<file path="config.mk">
export PLATFORM = sky130hd
export DESIGN_NAME = ahci_command_builder
export DESIGN_NICKNAME = d
export VERILOG_FILES = /design/src/sv/acb_pkg.sv /design/src/sv/acb_front.sv /design/src/sv/acb_queue.sv /design/src/sv/acb_back.sv /design/src/sv/ahci_command_builder.sv
export SDC_FILE = /design/constraint.sdc
export NUM_CORES = 1
export LEC_CHECK = 0
export ABC_AREA = 1
export BUFFER_PORTS_ARGS = -buffer_cell sky130_fd_sc_hd__buf_2
export CORE_AREA = 10 10 159 271
export CTS_BUF_LIST = sky130_fd_sc_hd__clkbuf_4 sky130_fd_sc_hd__clkbuf_8
export DETAILED_ROUTE_END_ITERATION = 8
export DIE_AREA = 0 0 169 281
export HOLD_SLACK_MARGIN = 0.05
export PLACE_DENSITY = 0.84
export SETUP_SLACK_MARGIN = 0.02
export SLEW_MARGIN = 15
export SYNTH_ARGS = -nofsm -noshare
export SYNTH_HDL_FRONTEND = slang
export SYNTH_SLANG_ARGS = --single-unit
</file>
<file path="constraint.sdc">
create_clock -name clock -period 6.6 [get_ports clock]
set_input_delay 0.33 -clock clock [delete_from_list [all_inputs] [get_ports clock]]
set_output_delay 0.33 -clock clock [all_outputs]
set_load 0.005 [all_outputs]
</file>
<file path="src/sv/acb_pkg.sv">
// Shared types and constants of the AHCI command builder.
package acb_pkg;

   // Width of a PRDT entry index inside the block; covers up to 64 entries.
   localparam int IDX_WIDTH = 6;

   // Sectors described by one full PRDT entry.
   localparam int SECTORS_PER_ENTRY = 16;

   // Configuration port geometry: one 48-bit register on a 64-bit bus at byte 0.
   localparam int CSR_ADDR_WIDTH = 4;
   localparam int CSR_DATA_WIDTH = 64;
   localparam logic REG_PARTITION_OFFSET = 1'b0;

   // Result item kinds.
   localparam logic [1:0] KIND_HEADER = 2'd0;
   localparam logic [1:0] KIND_ENTRY  = 2'd1;
   localparam logic [1:0] KIND_FIS    = 2'd2;
   localparam logic [1:0] KIND_REJECT = 2'd3;

   // ATA opcodes placed in the register FIS.
   localparam logic [7:0] OP_READ_DMA_EXT  = 8'h25;
   localparam logic [7:0] OP_WRITE_DMA_EXT = 8'h35;

   // Fixed descriptor values.
   localparam logic [4:0]  FIS_DWORDS      = 5'd5;
   localparam logic [12:0] FULL_ENTRY_BCM1 = 13'h1FFF;
   localparam logic [8:0]  SECTOR_BCM1     = 9'h1FF;
   localparam logic [31:0] ENTRY_BYTES     = 32'd8192;

   // Request as presented on the input channel.
   typedef struct packed {
      logic        cmd;
      logic [47:0] start_lba;
      logic [15:0] sector_count;
      logic [31:0] buffer_address;
      logic [31:0] busy_slot_mask;
   } req_payload_type;

   // Descriptor item as presented on the result channel.
   typedef struct packed {
      logic [1:0]  item_kind;
      logic [4:0]  slot;
      logic        is_write;
      logic [4:0]  fis_length_dwords;
      logic [3:0]  entry_count;
      logic [2:0]  entry_index;
      logic [31:0] data_address;
      logic [12:0] byte_count_minus_one;
      logic [7:0]  ata_command;
      logic [47:0] lba;
      logic [15:0] fis_sector_count;
      logic        last;
   } rsp_payload_type;

   // Classified request handed from the front end to the sequencer.
   typedef struct packed {
      logic                 rejected;
      logic [4:0]           slot;
      logic                 is_write;
      logic [IDX_WIDTH-1:0] last_idx;
      logic [3:0]           rem_m1;
      logic [31:0]          buffer_address;
      logic [47:0]          lba;
      logic [15:0]          sector_count;
   } queue_entry_type;

endpackage

</file>
<file path="src/sv/acb_front.sv">
// Front end: accepts requests, picks the slot, checks the count and forms the absolute LBA.
module acb_front #(
   parameter int MAX_ENTRIES = 8
) (
   input  logic                     req_valid,
   output logic                     req_ready,
   input  acb_pkg::req_payload_type req_payload,
   input  logic [47:0]              partition_offset,
   input  logic                     queue_full,
   output logic                     push,
   output acb_pkg::queue_entry_type push_entry
);

   localparam int CAPACITY = MAX_ENTRIES * acb_pkg::SECTORS_PER_ENTRY;

   logic [31:0] free_mask;
   logic [31:0] lowest_free;
   logic [4:0]  slot;
   logic        slot_found;
   logic [15:0] count_m1;
   logic        count_bad;

   // A transfer is taken whenever the queue has room.
   assign req_ready = !queue_full;
   assign push      = req_valid && req_ready;

   // Isolate the lowest clear bit of the busy mask.
   assign free_mask   = ~req_payload.busy_slot_mask;
   assign lowest_free = free_mask & (~free_mask + 32'd1);
   assign slot_found  = |free_mask;

   // Encode the one-hot slot into its number.
   always_comb begin
      slot = '0;
      for (int i = 0; i < 32; i++) begin
         if (lowest_free[i]) begin
            slot = slot | 5'(i);
         end
      end
   end

   // Zero sectors, or more than the table can describe, is refused.
   assign count_m1  = req_payload.sector_count - 16'd1;
   assign count_bad = (req_payload.sector_count == 16'd0) ||
                      (req_payload.sector_count > 16'(CAPACITY));

   // Build the classified entry for the queue.
   always_comb begin
      push_entry.rejected       = !slot_found || count_bad;
      push_entry.slot           = slot;
      push_entry.is_write       = req_payload.cmd;
      push_entry.last_idx       = count_m1[acb_pkg::IDX_WIDTH+3:4];
      push_entry.rem_m1         = count_m1[3:0];
      push_entry.buffer_address = req_payload.buffer_address;
      push_entry.lba            = req_payload.start_lba + partition_offset;
      push_entry.sector_count   = req_payload.sector_count;
   end

endmodule

</file>
<file path="src/sv/acb_queue.sv">
// Two-entry queue that decouples the front end from the descriptor sequencer.
module acb_queue (
   input  logic                     clock,
   input  logic                     reset,
   input  logic                     push,
   input  acb_pkg::queue_entry_type push_entry,
   input  logic                     pop,
   output logic                     full,
   output logic                     head_valid,
   output acb_pkg::queue_entry_type head_entry
);

   acb_pkg::queue_entry_type mem_ff [2];
   logic       wr_ptr_ff;
   logic       wr_ptr_in;
   logic       rd_ptr_ff;
   logic       rd_ptr_in;
   logic [1:0] count_ff;
   logic [1:0] count_in;

   assign full       = (count_ff == 2'd2);
   assign head_valid = (count_ff != 2'd0);
   assign head_entry = mem_ff[rd_ptr_ff];

   // Pointer and fill updates.
   always_comb begin
      wr_ptr_in = push ? !wr_ptr_ff : wr_ptr_ff;
      rd_ptr_in = pop ? !rd_ptr_ff : rd_ptr_ff;
      count_in  = count_ff + {1'b0, push} - {1'b0, pop};
   end

   always_ff @(posedge clock) begin
      if (reset) begin
         wr_ptr_ff <= 1'b0;
         rd_ptr_ff <= 1'b0;
         count_ff  <= 2'd0;
      end else begin
         wr_ptr_ff <= wr_ptr_in;
         rd_ptr_ff <= rd_ptr_in;
         count_ff  <= count_in;
      end
   end

   // Storage needs no reset.
   always_ff @(posedge clock) begin
      if (push) begin
         mem_ff[wr_ptr_ff] <= push_entry;
      end
   end

endmodule

</file>
<file path="src/sv/acb_back.sv">
// Descriptor sequencer: emits header, PRDT entries and register FIS through an output register.
module acb_back (
   input  logic                     clock,
   input  logic                     reset,
   input  logic                     head_valid,
   input  acb_pkg::queue_entry_type head_entry,
   output logic                     pop,
   output logic                     rsp_valid,
   input  logic                     rsp_ready,
   output acb_pkg::rsp_payload_type rsp_payload
);

   typedef enum logic [1:0] {
      PH_HEADER,
      PH_ENTRY,
      PH_FIS
   } phase_type;

   phase_type                       phase_ff;
   phase_type                       phase_in;
   logic [acb_pkg::IDX_WIDTH-1:0]   idx_ff;
   logic [acb_pkg::IDX_WIDTH-1:0]   idx_in;
   logic [31:0]                     addr_ff;
   logic [31:0]                     addr_in;
   logic                            rsp_valid_ff;
   logic                            rsp_valid_in;
   acb_pkg::rsp_payload_type        rsp_payload_ff;
   acb_pkg::rsp_payload_type        rsp_payload_in;
   logic                            advance;
   logic                            last_entry;
   logic [3:0]                      entry_count;

   // The output register may be reloaded when empty or being drained.
   assign advance     = !rsp_valid_ff || rsp_ready;
   assign last_entry  = (idx_ff == head_entry.last_idx);
   assign entry_count = 4'(head_entry.last_idx + 1'b1);

   assign rsp_valid   = rsp_valid_ff;
   assign rsp_payload = rsp_payload_ff;

   // Next item, phase and entry position.
   always_comb begin
      phase_in       = phase_ff;
      idx_in         = idx_ff;
      addr_in        = addr_ff;
      pop            = 1'b0;
      rsp_valid_in   = rsp_valid_ff;
      rsp_payload_in = rsp_payload_ff;
      if (advance) begin
         rsp_valid_in   = head_valid;
         rsp_payload_in = '0;
         if (head_valid) begin
            if (head_entry.rejected) begin
               rsp_payload_in.item_kind = acb_pkg::KIND_REJECT;
               rsp_payload_in.last      = 1'b1;
               pop                      = 1'b1;
            end else begin
               rsp_payload_in.slot        = head_entry.slot;
               rsp_payload_in.is_write    = head_entry.is_write;
               rsp_payload_in.entry_count = entry_count;
               unique case (phase_ff)
                  PH_HEADER: begin
                     rsp_payload_in.item_kind         = acb_pkg::KIND_HEADER;
                     rsp_payload_in.fis_length_dwords = acb_pkg::FIS_DWORDS;
                     phase_in = PH_ENTRY;
                     idx_in   = '0;
                     addr_in  = head_entry.buffer_address;
                  end
                  PH_ENTRY: begin
                     rsp_payload_in.item_kind    = acb_pkg::KIND_ENTRY;
                     rsp_payload_in.entry_index  = idx_ff[2:0];
                     rsp_payload_in.data_address = addr_ff;
                     // The final entry carries the remainder of the sectors.
                     rsp_payload_in.byte_count_minus_one = last_entry
                        ? {head_entry.rem_m1, acb_pkg::SECTOR_BCM1}
                        : acb_pkg::FULL_ENTRY_BCM1;
                     idx_in   = idx_ff + 1'b1;
                     addr_in  = addr_ff + acb_pkg::ENTRY_BYTES;
                     phase_in = last_entry ? PH_FIS : PH_ENTRY;
                  end
                  PH_FIS: begin
                     rsp_payload_in.item_kind        = acb_pkg::KIND_FIS;
                     rsp_payload_in.ata_command      = head_entry.is_write
                        ? acb_pkg::OP_WRITE_DMA_EXT : acb_pkg::OP_READ_DMA_EXT;
                     rsp_payload_in.lba              = head_entry.lba;
                     rsp_payload_in.fis_sector_count = head_entry.sector_count;
                     rsp_payload_in.last             = 1'b1;
                     phase_in = PH_HEADER;
                     pop      = 1'b1;
                  end
                  default: begin
                     phase_in = PH_HEADER;
                  end
               endcase
            end
         end
      end
   end

   // State and registered outputs; payload and position registers need no reset.
   always_ff @(posedge clock) begin
      idx_ff         <= idx_in;
      addr_ff        <= addr_in;
      rsp_payload_ff <= rsp_payload_in;
      if (reset) begin
         phase_ff     <= PH_HEADER;
         rsp_valid_ff <= 1'b0;
      end else begin
         phase_ff     <= phase_in;
         rsp_valid_ff <= rsp_valid_in;
      end
   end

endmodule

</file>
<file path="src/sv/ahci_command_builder.sv">
// A transferred request is written into the queue; its first item is then loaded into the
// output register. The sequencer emits one item per cycle unless the result channel stalls;
// a request gives entries + 2 items (3 to MAX_ENTRIES + 2), a rejected request a single item.
// A two-entry queue lets new requests be taken while earlier ones are still emitted.
// Reset (synchronous, active high) empties the queue and output register and clears
// the partition offset to zero.
module ahci_command_builder #(
   parameter int MAX_ENTRIES = 8  // 1 to 8
) (
   input  logic                                  clock,
   input  logic                                  reset,
   input  logic                                  req_valid,
   output logic                                  req_ready,
   input  acb_pkg::req_payload_type              req_payload,
   output logic                                  rsp_valid,
   input  logic                                  rsp_ready,
   output acb_pkg::rsp_payload_type              rsp_payload,
   input  logic                                  csr_psel,
   input  logic                                  csr_penable,
   input  logic                                  csr_pwrite,
   input  logic [acb_pkg::CSR_ADDR_WIDTH-1:0]    csr_paddr,
   input  logic [acb_pkg::CSR_DATA_WIDTH-1:0]    csr_pwdata,
   output logic [acb_pkg::CSR_DATA_WIDTH-1:0]    csr_prdata,
   output logic                                  csr_pready
);

   logic [47:0]              partition_offset_ff;
   logic [47:0]              partition_offset_in;
   logic                     csr_write;
   logic                     sel_offset;
   logic                     push;
   logic                     pop;
   logic                     queue_full;
   logic                     head_valid;
   acb_pkg::queue_entry_type push_entry;
   acb_pkg::queue_entry_type head_entry;

   // Register decode: the offset register occupies the first eight bytes.
   assign csr_pready = 1'b1;
   assign sel_offset = (csr_paddr[3] == acb_pkg::REG_PARTITION_OFFSET);
   assign csr_write  = csr_psel && csr_penable && csr_pwrite && csr_pready;
   assign csr_prdata = sel_offset ? {16'd0, partition_offset_ff} : '0;

   assign partition_offset_in = (csr_write && sel_offset) ? csr_pwdata[47:0]
                                                           : partition_offset_ff;

   always_ff @(posedge clock) begin
      if (reset) begin
         partition_offset_ff <= '0;
      end else begin
         partition_offset_ff <= partition_offset_in;
      end
   end

   acb_front #(
      .MAX_ENTRIES (MAX_ENTRIES)
   ) u_front (
      .req_valid        (req_valid),
      .req_ready        (req_ready),
      .req_payload      (req_payload),
      .partition_offset (partition_offset_ff),
      .queue_full       (queue_full),
      .push             (push),
      .push_entry       (push_entry)
   );

   acb_queue u_queue (
      .clock      (clock),
      .reset      (reset),
      .push       (push),
      .push_entry (push_entry),
      .pop        (pop),
      .full       (queue_full),
      .head_valid (head_valid),
      .head_entry (head_entry)
   );

   acb_back u_back (
      .clock       (clock),
      .reset       (reset),
      .head_valid  (head_valid),
      .head_entry  (head_entry),
      .pop         (pop),
      .rsp_valid   (rsp_valid),
      .rsp_ready   (rsp_ready),
      .rsp_payload (rsp_payload)
   );

endmodule

</file>
# Word level (Yosys, flattened, before mapping)
# Memory sizes are Yosys's and may differ from the RTL's. A register that Yosys moved wholly into a read port is not among the register bits.
# Index checks and enable logic that the tools add are counted.
[totals]
n_memories = 1
in_bits = 204
mem_bits_rw = 226
out_inout_bits = 205
latch_bits = 0
mem_bits_ro = 0
register_bits = 231
[memory_table]
columns = ["memory", "words", "width", "read_ports", "rd_ports_with_merged_regs", "wr", "line", "text"]
rows = [
  ["u_queue.mem_ff", 2, 113, 1, 1, 1, "acb_queue.sv:13", "acb_pkg::queue_entry_type mem_ff [2];"],
]
[classes]
muxes = 103
eq_ne = 7
div_mod_pow = 0
n_reduce_logical = 18
shifts = 0
n_lt_le_gt_ge = 1
n_addsub = 8
bitwise = 4
mul = 0
[ops]
columns = ["operator", "count"]
rows = [
  ["135-bit 2-to-1 mux", 3],
  ["73-bit 2-to-1 mux", 4],
  ["138-bit 2-to-1 mux", 2],
  ["32-bit 2-to-1 mux", 8],
  ["48-bit 2-to-1 mux", 5],
  ["5-bit 2-to-1 mux", 20],
  ["32-bit inverter", 2],
  ["32-bit one-hot mux with 2 select lines", 1],
  ["48-bit adder", 1],
  ["6-bit 2-to-1 mux", 8],
  ["2-bit 2-to-1 mux", 17],
  ["32-bit by 1-bit adder with 32-bit output, second input constant", 1],
  ["32-bit by 14-bit adder with 32-bit output, second input constant", 1],
  ["32-bit AND", 1],
  ["4-bit 2-to-1 mux", 8],
  ["32-bit OR reduction", 1],
  ["1-bit 2-to-1 mux", 18],
  ["16-bit by 8-bit > comparator with 1-bit output, second input constant", 1],
  ["16-bit zero test", 1],
  ["3-bit 2-to-1 mux", 5],
  ["13-bit 2-to-1 mux", 1],
  ["6-bit one-hot mux with 2 select lines", 1],
  ["10-bit by 1-bit subtractor with 10-bit output, second input constant", 1],
  ["2-bit one-hot mux with 2 select lines", 2],
  ["18 further kinds", 28],
]

# Logic depth before layout (Yosys ltp)
[logic_depth]
word_depth = 35
mapped_depth = 13
depth_no_buf = 13

# Cells and area by module
# Synthesis repeated with hierarchy kept, for this count alone.
[hier_totals]
hier_cells = 2284
area_unflattened_um2 = 22730.6
[by_module_without_submodules]
columns = ["module", "n_inst", "seq_area_each_um2", "cells_each", "area_each_um2"]
rows = [
  ["acb_queue", 1, 6886.6, 383, 8670.8],
  ["acb_back", 1, 4804.6, 663, 6999.2],
  ["acb_front", 1, 0.0, 802, 4484.3],
  ["ahci_command_builder", 1, 960.9, 436, 2576.2],
]

# Worst setup path before layout
# OpenSTA, ideal clock, no wires.
[synth_timing]
kind = "reg2reg"
startpoint = "register u_queue.count_ff[0]"
endpoint = "memory u_queue.mem_ff[1][0] (netlist bit) (enable)"
arrival_ns = 5.254
path_buffers = 0
setup_time_ns = 0.587
required_time_ns = 6.013
period_less_slack_ns = 5.841
stages_incl_launch_ff = 5
setup_slack_ns = 0.759
path_cell_list = "dfxtp_1 -> inv_1 -> nand2_1 -> nand2_1 -> nor2_1"
[synth_between]
elab_chain_len = 5
[synth_lines]
columns = ["element", "line", "text"]
rows = [
  ["start, declared", "acb_queue.sv:18", "logic [1:0] count_ff;"],
  ["start signal, assigned", "acb_queue.sv:40", "count_ff <= count_in;"],
  ["2-bit == test", "acb_queue.sv:21", "assign full = (count_ff == 2'd2);"],
  ["1-bit zero test", "acb_front.sv:24", "assign req_ready = !queue_full;"],
  ["net req_ready", "ahci_command_builder.sv:13", "output logic req_ready,"],
  ["1-bit logical AND", "acb_front.sv:25", "assign push = req_valid && req_ready;"],
  ["1-bit 2-to-1 mux", "acb_queue.sv:46", "if (push) begin"],
  ["1-bit 2-to-1 mux (not written as such)", "acb_queue.sv:47", "mem_ff[wr_ptr_ff] <= push_entry;"],
  ["end, declared", "acb_queue.sv:13", ""],
]
# The timed path passes the listed nets, and every way through them passes these cells.

==> flow_summary.ini <==
[run_status]
status = finished, final reports clean

[grt]
met3_usage = 0.0441
grt_pass1_wl_mm = 94.9
grt_max_degree = 97
track_usage = 0.252
antenna_found_initial = 5
grt_pass1_vias = 17900
overflow = 0
met2_usage = 0.481
use_met1 = 0.241
grt_busiest_layer = met2

[pwr]
pwr-share-comb = 0.204
pwr_density_cell_nw_per_um2 = 292
clkPwrFrac = 0.289
p_sw_mw = 2.20
p_leak_nw = 11.0
p_int_mw = 5.17
power_mw = 7.37
ir_drop_mv = 0.175
seqPwrFrac = 0.507
swShare = 0.298

[setup_path]
path_cells = clkinv_2 -> nand2_1 -> nand2_1 -> nor2_1 -> inv_2 -> nor2_1 -> inv_1 -> nor3_2
critPathLaunchType = flop
cp_top_family = simple AND/OR/NAND/NOR gates
critical_path.max_stage_delay_ns = 0.82
cp_data_arrival_time_ns = 3.75
cp-endpoint = u_back.addr_ff[8]$_DFFE_PP_
worst-endpoint-required_ns = 6.82
reg2reg_to = u_back.addr_ff[8]$_DFFE_PP_
timing_worst_setup_path_type = reg -> reg
r2r_setup_slack_ns = 3.07
worst-path-stages = 8
cp.buffers_inverters = 3
critPathCaptureType = flop
cp_max_fo = 51
rr_worst_depth = 8
crit_slowest_cell = nor3_2

[cells_and_area]
nNetsFinal = 2821
postLayoutCoreUtil = 0.657
layout.cells.non_filler = 3100
drive_gt1_frac = 0.195
area_delta_synth_final_pct = 20.8
design_area_um2 = 25200

[logic_synthesis]
postSynthAreaPerCell_um2 = 9.92
synth.top_cells.by_count = nand2_1, edfxtp_1, nor2_1, inv_1, a21oi_1
synth_area_leader_cell = edfxtp_1
ys_types = 54
synth_ff_type = edfxtp_1
synthCells = 2103
synth_top_area_frac = 0.553
ys_seq_area_frac = 0.606
synth_enable_flop_cells = 384
post-synth-top-count-cell = nand2_1
async_flop_share = 0
synth_area_leaders = edfxtp_1, nand2_1, nor2_1
ys_seq_elements = 440
yosys_warnings = 0
syn_area_um2 = 20900

[drt]
totalWireLength_mm = 62.0
detail_route.vias_per_cell = 5.49
vias = 17000
first_iter_violations = 1330
drc_errors = 0
drt.antenna.violating_nets = 0
first_pass_iters = 6
wl_per_cell_um = 20.0

[floorplan]
die_w_um = 169
dieArea_um2 = 47500
dieHeight_um = 281
num_rows = 95
core_um2 = 38400
io_pins = 409
start_util = 0.544

[sta]
fin_crit_sh = 0.535
period_needed_ns = 3.53
finalHoldViolCount = 0
setup_violations = 0
fmaxAchievable_mhz = 283
drv_slew = 0
hold_ws_ns = 0.113
setup_tns_ns = 0
skew_ns = 0.0401
rsz0062_at_grt = no
tightest_slew_ns = 1.18
setup_ws_ns = 3.07
slew_headroom = 0.212

[cts]
cts_setup_buffers = 0
cts_inserted_buffers = 59
h-tree-depth = 2
cts_tree = yes
clockBufferDepth = 3
clk_root_buffer_cell = clkbuf_8
cts.sinks = 440
cts_resized = 0
path_clk_slew_ns = 0.06
cts_hold_buf = 97
clkLatencyLatePin_ns = 0.64

[placement]
place_ws_ns = 3.03
gp_congestion = 0.975
dpl.cell_count = 2890
dp_hpwl_mm = 45.4
place_area_um2 = 23000
io_buffers = 365

[flow_run]
cap_violations = 0

[worst_hold_path]
hold_path_class = in -> reg
-- layer usage --
| layer | share of wire | wire [um] |
|---|---|---|
| met1 | 0.32 | 20000 |
| met2 | 0.56 | 34500 |
| met4 | 0.063 | 3880 |
| met3 | 0.058 | 3630 |
| met5 | 0 | 0 |
-- registers in the layout (all words and copies together), names as in the netlist, named ones only --
name / count
partition_offset_ff: 48
u_queue.rd_ptr_ff: 1
u_back.idx_ff: 6
u_back.addr_ff: 32
u_queue.count_ff: 2
u_back.phase_ff: 2
u_queue.wr_ptr_ff: 1
u_queue.mem_ff: 226
u_back.rsp_payload: 120
u_back.rsp_valid: 1
-- worst min path at each step --
| stage | start | endpoint | slack [ns] | cells past startpoint |
|---|---|---|---|---|
| 3_5_place_dp | u_queue.rd_ptr_ff$_SDFFE_PP0P_ | flop | 0.46 | 1 |
| 3_3_place_gp | u_queue.rd_ptr_ff$_SDFFE_PP0P_ | flop | 0.43 | 1 |
| 6_report | csr_pwdata[27] | partition_offset_ff[27]$_SDFFE_PP0P_ | 0.11 | 3 |
| 4_1_cts | csr_pwdata[27] | partition_offset_ff[27]$_SDFFE_PP0P_ | 0.06 | 3 |
| 5_1_grt | csr_pwdata[27] | partition_offset_ff[27]$_SDFFE_PP0P_ | 0.10 | 3 |
| 2_1_floorplan | req_payload[64] | u_queue.mem_ff[0][0]$_DFFE_PP_ | 0.43 | 0 |
-- layout by cell type, fill, tap and decap left out, types with 46 or more instances in the layout --
| cell | count |
|---|---|
| dlygate4sd3_1 | 97 |
| nor2_1 | 313 |
| buf_2 | 365 |
| xor2_1 | 46 |
| nand2_1 | 413 |
| dfxtp_1 | 55 |
| a211oi_1 | 48 |
| clkbuf_8 | 64 |
| o21ai_0 | 71 |
| a21oi_1 | 143 |
| ha_1 | 53 |
| edfxtp_1 | 384 |
| nand3_1 | 58 |
| inv_1 | 225 |
-- logic make-up after synthesis --
kind of cell	Yosys count	share of synthesized area
other	2	0.000360
AND/OR/NAND/NOR	881	0.175
buffers and inverters	328	0.0660
flip-flops	440	0.606
adder cells (fa/ha/maj)	54	0.0327
multiplexers	1	0.000480
AO/OA/AOI/OAI	338	0.0948
XOR/XNOR	59	0.0248
-- power by group through the flow --
stage / registers, mW / logic (mW) / clock network, mW
3_3_place_gp: 3.77 / 1.39 / 0
3_5_place_dp: 3.79 / 1.45 / 0
4_1_cts: 3.73 / 1.50 / 2.16
5_1_grt: 3.77 / 1.67 / 2.28
6_report: 3.74 / 1.50 / 2.13
2_1_floorplan: 3.77 / 0.898 / 0
-- worst reg2reg max path, delay by kind of cell (launching register included) --
family,cells,cell delay [ns]
AND/OR/NAND/NOR,5,1.48
flip-flops,1,0.73
buffers and inverters,3,0.93
-- layout make-up --
class	count	area, um^2
repair buffers	473	2880
clock inverters	26	224
diodes	6	15.0
well taps	485	607
fillers	2975	13200
multi-input cells	1357	6950
inverters	232	875
flip-flops and latches	440	12700
clock buffers	81	1010
(Power assumes the default switching activity.)
